===== config.mk =====
export PLATFORM = sky130hd
export DESIGN_NAME = held_message_queue
export DESIGN_NICKNAME = d
export VERILOG_FILES = /design/src/sv/hmq_pkg.sv /design/src/sv/hmq_cell.sv /design/src/sv/hmq_chain.sv /design/src/sv/held_message_queue.sv
export VERILOG_INCLUDE_DIRS = /design/src /design/src/sv
export SDC_FILE = /design/constraint.sdc
export NUM_CORES = 2
export LEC_CHECK = 0
export BUFFER_PORTS_ARGS = -buffer_cell sky130_fd_sc_hd__buf_2
export CAP_MARGIN = 5
export CORE_ASPECT_RATIO = 1.25
export CORE_MARGIN = 3
export CORE_UTILIZATION = 35
export CTS_BUF_LIST = sky130_fd_sc_hd__clkbuf_8
export CTS_CLUSTER_SIZE = 10
export DETAILED_ROUTE_END_ITERATION = 16
export GPL_TIMING_DRIVEN = 1
export SETUP_SLACK_MARGIN = 0.05
export SLEW_MARGIN = 20
export SYNTH_ARGS = -nofsm -noshare
export SYNTH_HDL_FRONTEND = slang
export SYNTH_SLANG_ARGS = --single-unit
export TNS_END_PERCENT = 5

===== constraint.sdc =====
create_clock -name clk -period 69.7 [get_ports clk]
set_clock_uncertainty 0.1 [all_clocks]
set_input_delay 3.485 -clock clk [delete_from_list [all_inputs] [get_ports clk]]
set_output_delay 3.485 -clock clk [all_outputs]
set_load 0.01 [all_outputs]

===== src/sv/held_message_queue_macros.svh =====
// Assertion macros for the held message queue top level.
`ifndef HELD_MESSAGE_QUEUE_MACROS_SVH
`define HELD_MESSAGE_QUEUE_MACROS_SVH
`ifndef SYNTH
// Same-cycle implication, checked at every clock edge outside reset.
`define HMQ_ASSERT(lbl, ante, cons) \
  lbl: assert property (@(posedge clk) disable iff (rst) (ante) |-> (cons)) \
    else $error("held_message_queue: assertion failed");
// Next-cycle implication.
`define HMQ_ASSERT_NEXT(lbl, ante, cons) \
  lbl: assert property (@(posedge clk) disable iff (rst) (ante) |=> (cons)) \
    else $error("held_message_queue: assertion failed");
`else
`define HMQ_ASSERT(lbl, ante, cons)
`define HMQ_ASSERT_NEXT(lbl, ante, cons)
`endif
`endif


===== src/sv/hmq_pkg.sv =====
// Package: types, codes and sizes shared by the held message queue.
package hmq_pkg;

  localparam int Capacity = 64;
  localparam int PosW     = $clog2(Capacity);
  localparam int CountW   = $clog2(Capacity + 1);

  typedef logic [1:0] status_t;
  localparam status_t STAT_UNPLAYED = 2'd0;
  localparam status_t STAT_HELD     = 2'd1;
  localparam status_t STAT_PLAYED   = 2'd2;

  localparam logic [2:0] ACT_ADD           = 3'd0;
  localparam logic [2:0] ACT_NEXT_UNPLAYED = 3'd1;
  localparam logic [2:0] ACT_NEXT_HELD     = 3'd2;
  localparam logic [2:0] ACT_MARK_PLAYED   = 3'd3;
  localparam logic [2:0] ACT_DISCARD_ALL   = 3'd4;
  localparam logic [2:0] ACT_READ_RECENT   = 3'd5;

  localparam logic [1:0] CFG_UNHELD_LIMIT = 2'd0;
  localparam logic [1:0] CFG_MAX_AGE      = 2'd1;
  localparam logic [1:0] CFG_FRONT_DELAY  = 2'd2;

  typedef struct packed {
    logic [31:0] key;
    logic [31:0] stamp;
    status_t     status;
    logic        discard;
  } entry_t;

  // Control from the sequencer into the row of cells.
  typedef struct packed {
    logic   shift;
    entry_t tail;
  } chain_ctrl_t;

  // Taps out of the row: the two front cells.
  typedef struct packed {
    entry_t head;
    entry_t second;
  } chain_taps_t;

  typedef enum logic [1:0] {
    ST_IDLE,
    ST_SCAN,
    ST_DONE
  } state_t;

endpackage


===== src/sv/hmq_cell.sv =====
// One table slot: holds an entry and takes its neighbor's entry on a shift.
module hmq_cell (
  input  logic          clk,
  input  logic          shift,
  input  hmq_pkg::entry_t d,
  output hmq_pkg::entry_t q
);
  import hmq_pkg::*;

  // slot register, payload only
  always_ff @(posedge clk) begin
    if (shift) begin
      q <= d;
    end
  end

endmodule


===== src/sv/hmq_chain.sv =====
// Row of table slots forming a ring through the sequencer.
module hmq_chain (
  input  logic                clk,
  input  hmq_pkg::chain_ctrl_t ctrl,
  output hmq_pkg::chain_taps_t taps
);
  import hmq_pkg::*;

  entry_t slot [Capacity];

  // each slot loads from the one behind it; the last loads the sequencer output
  for (genvar i = 0; i < Capacity; i++) begin : g_slot
    entry_t d;
    if (i == Capacity - 1) begin : g_tail
      assign d = ctrl.tail;
    end else begin : g_mid
      assign d = slot[i + 1];
    end
    hmq_cell u_cell (
      .clk   (clk),
      .shift (ctrl.shift),
      .d     (d),
      .q     (slot[i])
    );
  end

  assign taps.head   = slot[0];
  assign taps.second = slot[1];

endmodule


===== src/sv/held_message_queue.sv =====
// Top level: held message queue sequencer around a ring of table slots.
//
// Input channel: in_valid / in_stall with action, now_seconds, message_key and
// discard_after_play. A request is taken when in_valid is high and in_stall low.
// Output channel: out_valid / out_stall with found, result_key, result_discard,
// unplayed_waiting, entry_count and overflow, one result per request.
// Configuration: cfg_valid / cfg_ready with cfg_index and cfg_data; cfg_ready
// is always high. Write only while the block is idle.
// Every request rotates the 64-slot ring once, one slot per cycle past the
// sequencer at the front; the scan result is then loaded into the output
// register. Each request passes through the ring rotation, the output load and
// an idle state in which the next request is taken; no new request is taken
// until the block is back in that idle state.
// The output register frees the input side: the next request can be taken
// while a result waits; if out_stall is still high when the next scan ends,
// the block waits in its done state until the output register empties.
// Reset clears the table count, insertion mode, recent item and configuration
// to their defaults; slot contents are left as they are.
module held_message_queue (
  input  logic                     clk,
  input  logic                     rst,
  input  logic                     in_valid,
  output logic                     in_stall,
  input  logic [2:0]               action,
  input  logic [31:0]              now_seconds,
  input  logic [31:0]              message_key,
  input  logic                     discard_after_play,
  output logic                     out_valid,
  input  logic                     out_stall,
  output logic                     found,
  output logic [31:0]              result_key,
  output logic                     result_discard,
  output logic                     unplayed_waiting,
  output logic [6:0]               entry_count,
  output logic                     overflow,
  input  logic                     cfg_valid,
  output logic                     cfg_ready,
  input  logic [1:0]               cfg_index,
  input  logic [31:0]              cfg_data
);
  import hmq_pkg::*;
`include "held_message_queue_macros.svh"

  state_t state, state_next;

  // configuration
  logic [6:0]  unheld_limit;
  logic [31:0] max_age_seconds;
  logic [15:0] front_mode_delay;

  // persistent state
  logic [CountW-1:0] occupancy;
  logic              front_insert_mode;
  logic              first_add_seen;
  logic [31:0]       first_add_time;
  logic [31:0]       recent_key;
  logic              recent_found;

  // latched request
  logic [2:0]  act_q;
  logic [31:0] now_q;
  logic [31:0] key_q;
  logic        disc_q;
  logic        full_q;

  // scan registers
  logic [PosW-1:0]   step;
  logic [CountW-1:0] hold_cnt, hold_cnt_next;
  entry_t            carry;
  logic              del_q, del_next;
  logic              done_q, done_next;
  logic              fnd_q, fnd_next;
  logic [31:0]       rkey_q, rkey_next;
  logic              rdisc_q, rdisc_next;
  logic [CountW-1:0] keep, keep_next;
  logic              wseen, wseen_next;
  logic [CountW-1:0] wpos, wpos_next;

  // pending result
  logic              res_found, res_discard, res_waiting, res_overflow;
  logic [31:0]       res_key;
  logic [CountW-1:0] res_count;

  // control outputs of the state machine
  logic accept, scanning, last_step, load_out, out_free;

  chain_ctrl_t ctrl;
  chain_taps_t taps;

  hmq_chain u_chain (
    .clk  (clk),
    .ctrl (ctrl),
    .taps (taps)
  );

  assign cfg_ready = 1'b1;
  assign out_free  = !out_valid || !out_stall;
  assign last_step = (step == PosW'(Capacity - 1));

  // next state
  always_comb begin
    state_next = state;
    case (state)
      ST_IDLE: if (in_valid) state_next = ST_SCAN;
      ST_SCAN: if (last_step) state_next = ST_DONE;
      ST_DONE: if (out_free) state_next = ST_IDLE;
      default: state_next = ST_IDLE;
    endcase
  end

  // state machine outputs
  always_comb begin
    in_stall = 1'b1;
    scanning = 1'b0;
    load_out = 1'b0;
    case (state)
      ST_IDLE: in_stall = 1'b0;
      ST_SCAN: scanning = 1'b1;
      ST_DONE: load_out = out_free;
      default: in_stall = 1'b1;
    endcase
  end

  assign accept = in_valid && !in_stall;

  always_ff @(posedge clk) begin
    if (rst) begin
      state <= ST_IDLE;
    end else begin
      state <= state_next;
    end
  end

  // per-slot work at the ring front
  logic              is_add, is_get, is_mark, add_live;
  logic [CountW-1:0] pos, bound, e_bound;
  logic              in_occ, do_hold, key_hit, get_hit, del_now, e_range, age_ok;
  status_t           want;
  entry_t            head_m, new_e, emit;

  assign is_add   = (act_q == ACT_ADD);
  assign is_get   = (act_q == ACT_NEXT_UNPLAYED) || (act_q == ACT_NEXT_HELD);
  assign is_mark  = (act_q == ACT_MARK_PLAYED);
  assign add_live = is_add && !full_q;
  assign want     = (act_q == ACT_NEXT_UNPLAYED) ? STAT_UNPLAYED : STAT_HELD;
  assign pos      = CountW'(step);
  assign in_occ   = (pos < occupancy);
  assign bound    = add_live ? occupancy + CountW'(1) : occupancy;

  always_comb begin
    hold_cnt_next = hold_cnt;
    head_m        = taps.head;
    do_hold       = add_live && in_occ && (taps.head.status == STAT_UNPLAYED) &&
                    !taps.head.discard;
    // running count of counted entries; held from the limit on
    if (do_hold) begin
      hold_cnt_next = hold_cnt + CountW'(1);
      if (7'(hold_cnt_next) >= unheld_limit) begin
        head_m.status = STAT_HELD;
      end
    end

    new_e   = '{key: key_q, stamp: now_q, status: STAT_UNPLAYED, discard: disc_q};
    key_hit = is_mark && !done_q && in_occ && (taps.head.key == key_q);
    get_hit = is_get && !done_q && in_occ && (taps.head.status == want);
    del_now = del_q || (key_hit && taps.head.discard);

    // pick what goes back into the ring
    if (add_live) begin
      if (front_insert_mode) begin
        emit = (pos == '0) ? new_e : carry;
      end else begin
        emit = (pos == occupancy) ? new_e : head_m;
      end
    end else if (del_now) begin
      emit = taps.second;
    end else if (key_hit) begin
      emit        = taps.head;
      emit.status = STAT_PLAYED;
    end else begin
      emit = taps.head;
    end

    done_next  = done_q || key_hit || get_hit;
    del_next   = del_now;
    fnd_next   = fnd_q;
    rkey_next  = rkey_q;
    rdisc_next = rdisc_q;
    if (key_hit || get_hit) begin
      fnd_next   = 1'b1;
      rkey_next  = taps.head.key;
      rdisc_next = taps.head.discard;
    end

    // aging and waiting look at the entry written back
    e_bound = del_now ? occupancy - CountW'(1) : bound;
    e_range = (pos < e_bound);
    age_ok  = ((now_q - emit.stamp) <= max_age_seconds);
    keep_next = keep;
    if (is_add && e_range && age_ok) begin
      keep_next = pos + CountW'(1);
    end
    wseen_next = wseen;
    wpos_next  = wpos;
    if (e_range && !wseen && (emit.status == STAT_UNPLAYED)) begin
      wseen_next = 1'b1;
      wpos_next  = pos;
    end
  end

  assign ctrl.shift = scanning;
  assign ctrl.tail  = emit;

  // count after this request
  logic [CountW-1:0] occ_final;
  always_comb begin
    if (is_add) begin
      occ_final = keep_next;
    end else if (act_q == ACT_DISCARD_ALL) begin
      occ_final = '0;
    end else if (del_next) begin
      occ_final = occupancy - CountW'(1);
    end else begin
      occ_final = occupancy;
    end
  end

  // configuration registers
  always_ff @(posedge clk) begin
    if (rst) begin
      unheld_limit     <= 7'd10;
      max_age_seconds  <= 32'd86400;
      front_mode_delay <= 16'd10;
    end else if (cfg_valid && cfg_ready) begin
      case (cfg_index)
        CFG_UNHELD_LIMIT: unheld_limit     <= cfg_data[6:0];
        CFG_MAX_AGE:      max_age_seconds  <= cfg_data;
        CFG_FRONT_DELAY:  front_mode_delay <= cfg_data[15:0];
        default:          unheld_limit     <= unheld_limit;
      endcase
    end
  end

  // persistent control state
  always_ff @(posedge clk) begin
    if (rst) begin
      occupancy         <= '0;
      front_insert_mode <= 1'b0;
      first_add_seen    <= 1'b0;
      first_add_time    <= '0;
      recent_key        <= '0;
      recent_found      <= 1'b0;
      step              <= '0;
    end else begin
      if (accept && (action == ACT_ADD) && (occupancy < CountW'(Capacity)) &&
          !front_insert_mode) begin
        if (!first_add_seen) begin
          first_add_seen <= 1'b1;
          first_add_time <= now_seconds;
        end else if ((now_seconds - first_add_time) > {16'd0, front_mode_delay}) begin
          front_insert_mode <= 1'b1;
        end
      end
      if (scanning) begin
        step <= last_step ? '0 : step + PosW'(1);
      end
      if (scanning && last_step) begin
        occupancy <= occ_final;
        if (is_get) begin
          recent_found <= fnd_next;
          recent_key   <= rkey_next;
        end
      end
    end
  end

  // request latch and scan bookkeeping
  always_ff @(posedge clk) begin
    if (accept) begin
      act_q    <= action;
      now_q    <= now_seconds;
      key_q    <= message_key;
      disc_q   <= discard_after_play;
      full_q   <= (occupancy >= CountW'(Capacity));
      hold_cnt <= '0;
      del_q    <= 1'b0;
      done_q   <= 1'b0;
      fnd_q    <= 1'b0;
      rkey_q   <= '0;
      rdisc_q  <= 1'b0;
      keep     <= '0;
      wseen    <= 1'b0;
      wpos     <= '0;
    end else if (scanning) begin
      hold_cnt <= hold_cnt_next;
      carry    <= head_m;
      del_q    <= del_next;
      done_q   <= done_next;
      fnd_q    <= fnd_next;
      rkey_q   <= rkey_next;
      rdisc_q  <= rdisc_next;
      keep     <= keep_next;
      wseen    <= wseen_next;
      wpos     <= wpos_next;
    end
  end

  // pending result at the end of the scan
  always_ff @(posedge clk) begin
    if (scanning && last_step) begin
      res_count    <= occ_final;
      res_waiting  <= wseen_next && (wpos_next < occ_final);
      res_overflow <= is_add && full_q;
      res_found    <= 1'b0;
      res_key      <= '0;
      res_discard  <= 1'b0;
      if (is_get || is_mark) begin
        res_found   <= fnd_next;
        res_key     <= rkey_next;
        res_discard <= rdisc_next;
      end else if (act_q == ACT_READ_RECENT) begin
        res_found <= recent_found;
        res_key   <= recent_key;
      end
    end
  end

  // output register
  always_ff @(posedge clk) begin
    if (rst) begin
      out_valid <= 1'b0;
    end else if (load_out) begin
      out_valid <= 1'b1;
    end else if (!out_stall) begin
      out_valid <= 1'b0;
    end
  end

  always_ff @(posedge clk) begin
    if (load_out) begin
      found            <= res_found;
      result_key       <= res_key;
      result_discard   <= res_discard;
      unplayed_waiting <= res_waiting;
      entry_count      <= 7'(res_count);
      overflow         <= res_overflow;
    end
  end

  `HMQ_ASSERT(a_occ_max, 1'b1, occupancy <= CountW'(Capacity))
  `HMQ_ASSERT_NEXT(a_occ_steady, state != ST_SCAN, $stable(occupancy))
  `HMQ_ASSERT(a_busy_stalls, state != ST_IDLE, in_stall)
  `HMQ_ASSERT(a_step_home, state != ST_SCAN, step == '0)

endmodule


Yosys cells after proc, flatten, opt, wreduce, memory -nomap -nowiden
Index checks and enable logic that the tools add are counted.

Flip-flop bits (word level): 4706. Output and inout bits: 46.

Add/subtract/negate cells: 7. Magnitude comparators: 8. Equality and inequality tests: 17. Mux-type cells: 34. Bitwise operators: 2. Reduce and logical (&&, ||, !) cells: 52.

Operators with widths (count): 67-bit two-way mux (5); 32-bit two-way mux (3); 32-bit subtractor (2); 7-bit two-way mux (7); 32-bit equality test (1); 32-bit by 16-bit greater-than comparator with 1-bit output (1); 32-bit <= comparator (1); 1-bit logical AND (22); 7-bit by 1-bit adder with 7-bit output, second input constant (2); 6-bit by 7-bit less-than comparator with 1-bit output (2); 2-bit AND reduction (7); 1-bit two-way mux (11); 2-bit two-way mux (5); 2-bit logical NOT (4); 6-bit by 1-bit adder with 7-bit output, second input constant (1); 6-bit by 7-bit equality test with 1-bit output (1); 7-bit greater-or-equal comparator (1); 7-bit greater-or-equal comparator, second input constant (1); 1-bit logical NOT (7); 7-bit logical NOT (1); 1-bit logical OR (7); 7-bit less-than comparator (1); 7-bit less-than comparator, second input constant (1); 7-bit by 1-bit subtractor with 7-bit output, second input constant (1); other kinds (16) (25).

Depth between registers and ports, before layout
Word-level depth: 16. Depth in mapped cells: 43.

Modules after synthesis
A second synthesis with hierarchy kept.

Cell total of the unflattened synthesis: 6895. Area, all modules: 152910.4 µm².

By module, submodules not included: hmq_cell (instances 64, cells an instance 67, area each 2011.9 µm², seq. area each 2011.9 µm²); held_message_queue (instances 1, cells an instance 2607, area each 24146.9 µm², seq. area each 10590.2 µm²).

Least setup slack after synthesis
No wires, ideal clock.

Path kind: reg2reg. Start: register state[1]. End: register wpos[6]. Library setup time: 0.184 ns. Arrival time: 55.950 ns. Data required time: 69.416 ns. Slack: 13.467 ns. Stages on the path, launching flop included: 6. Path buffers: 1. Clock period less this slack: 56.233 ns. Path through: dfxtp_1 nand2b_1 clkbuf_1 inv_2 nand3_2 and3b_1.

Word-level cells in the longest chain between the ends: 2. Elaborated cells between the ends (all ways): 4.

RTL lines: start, declared (RTL line held_message_queue.sv:44) `state_t state, state_next;`; start signal, assigned (RTL line held_message_queue.sv:130) `state <= state_next;`; 2-bit by 1-bit equality test with 1-bit output or 2-bit logical NOT (tied branches) (RTL line held_message_queue.sv:116) `case (state)`; 1-bit two-way mux or 1-bit logical AND (tied branches) (RTL line held_message_queue.sv:116, held_message_queue.sv:124); end signal, assigned (RTL line held_message_queue.sv:304) `wpos <= wpos_next;`; end, declared (RTL line held_message_queue.sv:77) `logic [CountW-1:0] wpos, wpos_next;`.

Parallel ways exist; a longest one is shown, timed or not. A chain may end at the register's enable or synchronous reset.

Worst setup path in the final report
Start: register occupancy[4]. End: register res_waiting (data pin).

Word-level cells in the longest chain between the ends: 14. Elaborated cells between the ends (all ways): 35.

RTL lines: start, declared (RTL line held_message_queue.sv:52) `logic [CountW-1:0] occupancy;`; start signal, assigned (RTL line held_message_queue.sv:268) `occupancy <= occ_final;`; 6-bit by 7-bit less-than comparator with 1-bit output (RTL line held_message_queue.sv:147) `assign in_occ = (pos < occupancy);`; 1-bit logical AND (2 in a row) (RTL line held_message_queue.sv:164) `key_hit = is_mark && !done_q && in_occ && (taps.head.key == key_q);`; 1-bit logical AND (RTL line held_message_queue.sv:166) `del_now = del_q || (key_hit && taps.head.discard);`; 1-bit logical OR (RTL line held_message_queue.sv:166); 67-bit two-way mux (RTL line held_message_queue.sv:175) `end else if (del_now) begin`; 67-bit two-way mux (RTL line held_message_queue.sv:169) `if (add_live) begin`; 32-bit subtractor (RTL line held_message_queue.sv:198) `age_ok = ((now_q - emit.stamp) <= max_age_seconds);`; 32-bit <= comparator (RTL line held_message_queue.sv:198); 1-bit logical AND (RTL line held_message_queue.sv:200) `if (is_add && e_range && age_ok) begin`; 7-bit two-way mux (RTL line held_message_queue.sv:200); 7-bit two-way mux (RTL line held_message_queue.sv:217) `if (is_add) begin`; 7-bit less-than comparator (RTL line held_message_queue.sv:312) `res_waiting <= wseen_next && (wpos_next < occ_final);`; 1-bit logical AND (*) (RTL line held_message_queue.sv:312); end signal, assigned (RTL line held_message_queue.sv:312); end, declared (RTL line held_message_queue.sv:80) `logic res_found, res_discard, res_waiting, res_overflow;`.

Mark *: on every way between the ends. The rest lies on a longest branch, timed or not.

==> out/metrics.cfg <==
[run_status]
status = complete, no violations

[route]
wl_mm = 263.0
viasPerCell = 4.579
dr.pass1.iters = 8
antenna_left = 0
drc = 0
drtIter0Drc = 6285
avgRoutedWirePerCell_um = 18.86
vias = 63840

[timing]
slew_headroom_pct = 22.31
layout_setup_ws_ns = 59.61
holdWs_ns = 0.2338
setup_viol = 0
slew_viol_final = 0
rsz0062_at_grt = false
period_minus_slack_ns = 10.09
period_share_pct = 14.48
worst_pin_slew_ns = 1.165
hold_viol_final = 0
final.setup.tns_ns = 0
fmax_mhz = 99.10

[global_routing]
grt_max_degree = 221
grt-ovfl-total = 0
grt_pass1_wl_mm = 396.8
grt_usage_pct = 11.49
grt_pass1_vias = 63340
antenna_found_initial = 68

[setup_path]
crit_required_ns = 70.59
arrival_ns = 10.98
worstSetupPathType = reg -> reg
crit_path_start_kind = register
slowest_stage = buf_4
endpoint_kind = register
crit_fanout = 29
slowest_delay_ns = 0.64
cpMostUsedCell = ha_1

[clock_tree]
numCtsBuffers = 687
ctsHoldBuffers = 0
clock_latency_ns = 1.22
root_buffer = clkbuf_8
cts_resized = 0
clkTransAtPathRegs_ns = 0.07
postCtsSetupBuffers = 0
cts_tree = done
cts_buffer_depth = 4
clkSinkCount = 4706
htree_num_levels = 6

[die]
start_util_pct = 35.23
die_area_um2 = 444600
io_pins = 153
core_um2 = 433800
die_w_um = 597.0
rows = 270
die_h_um = 744.8

[cells_and_area]
nets = 7926
fin_cells = 13940
area_growth_pct = 13.65
layout-drive-gt1-share_pct = 14.30

[placed_design]
place.gp.congestion = 0.8167
pre_cts_slack_ns = 59.59
place_hpwl_mm = 144.3
dp_cells = 12700
io_buffers = 151

[yosys]
seq_area_frac_synth_pct = 91.19
synthArstFlopShare_pct = 0
syn_nets = 7158
synth_warnings = 0
synth_enable_flop_cells = 4510
netlist_top_cells_count = 4510 x edfxtp_1, 432 x nand2_1, 220 x nor2_1
ys_types = 79
ys.flop_type = edfxtp_1
synthTopCellsByArea = edfxtp_1 89%, dfxtp_1 2.6%, ha_1 1.1%, nand2_1 1.1%, mux2i_1 0.77%
syn_area_um2 = 152800
syn-instance-count = 6909
yosysTopAreaCell = edfxtp_1
yosysMostFrequentCell = edfxtp_1
syn_avg_cell_area_um2 = 22.12
synth.top_cell.area_share_pct = 88.62
ys_ff_latch = 4706

[pwr]
p_leak_nw = 58.04
power_density_nw_per_um2 = 31.85
ir_drop_uv = 19.39
power.total_mw = 5.532

[min_path]
hp-class = reg -> reg

[flow_run]
drv_cap = 0

routing by layer:
layer | vias up | GRT usage [%] | share of wire, %
met5 | - | 0 | 0.016
met4 | 6 | 4.574 | 3.6
met3 | 629 | 2.419 | 5.5
met2 | 1811 | 16.27 | 43
met1 | 32780 | 17.24 | 48
li1 | 28620 | - | -
state kept, by name, indices dropped and copies added, names as in the netlist, 16 cells and up:
register                 cells
rkey_q                      32
result_key                  32
front_mode_delay            16
res_key                     32
key_q                       32
recent_key                  32
now_q                       32
first_add_time              32
carry                       67
max_age_seconds             32
u_chain.g_slot.u_cell.q   4288
through the flow:
step / instance area [µm²] / utilization, %
after floorplan: 152800 / -
after global placement: 160900 / 37.09
after detailed placement: 160900 / 37.09
after CTS: 173600 / 40.01
after global routing: 173700 / 40.04
final: 173700 / 40.04
where the power goes:
group	total [mW]	switching [mW]	internal [mW]
sequential	3.33	0.0493	3.28
combinational	0.167	0.126	0.0412
clock	2.04	1.04	0.999
total	5.53	1.21	4.32
worst max-delay path, delay by kind of cell (launching register included):
family	cells	cell delay, ns
AOI/OAI and AO/OA	16	4.20
and+or+nand+nor	12	2.10
buffers and inverters	3	1.22
adders and majority gates	4	1.19
muxes	2	0.50
DFF	1	0.43
xor gates and xnor gates	1	0.09
worst paths after layout:
| path | depth (start not counted) | end | slack (ns) | start |
|---|---|---|---|---|
| hold / removal | 0 | u_chain.g_slot[30].u_cell.q[60] | 0.23 | u_chain.g_slot[31].u_cell.q[60] |
| hold reg to reg | 0 | u_chain.g_slot[30].u_cell.q[60] | 0.23 | u_chain.g_slot[31].u_cell.q[60] |
| setup / recovery | 38 | res_waiting | 59.61 | occupancy[4] |
| setup reg to reg | 38 | res_waiting | 59.61 | occupancy[4] |
cells by family after synthesis:
family | Yosys count | share of synthesized area, %
multiplexers | 188 | 1.289
flip-flops | 4706 | 91.19
adder cells (fa/ha/maj) | 142 | 1.172
buffers and inverters | 298 | 0.7483
XOR/XNOR | 108 | 0.6190
other | 1 | 0.002454
AND/OR/NAND/NOR | 882 | 2.511
AO/OA/AOI/OAI | 584 | 2.470
final cells by class:
type,instances,area (µm²)
Inverter,151,574.3
Antenna cell,12,30.03
Tap cell,5712,7147
Multi-Input combinational cell,1905,12390
Sequential cell,4706,139400
Timing Repair Buffer,226,1480
Clock inverter,525,2984
Fill cell,38010,260100
Clock buffer,706,9717
cell usage in the layout (no fill, tap or decap), types with 29 or more instances in the layout:
cell type	synthesis	final
a21o_1	37	37
edfxtp_1	4510	4510
nand2_1	432	430
a311oi_1	32	32
xnor2_1	48	48
clkinv_1	0	168
mux2i_1	118	118
mux2_2	70	70
buf_4	1	61
nand3_1	56	56
ha_1	140	140
clkinv_2	0	54
o211ai_1	44	44
dfxtp_1	196	195
xor2_1	60	60
a211oi_1	48	48
inv_1	150	377
o21ai_0	115	114
buf_2	5	150
clkbuf_8	0	706
nor3_1	30	29
a21oi_1	189	188
nor2_1	220	215
No activity file was read; power rests on OpenSTA's default activity.
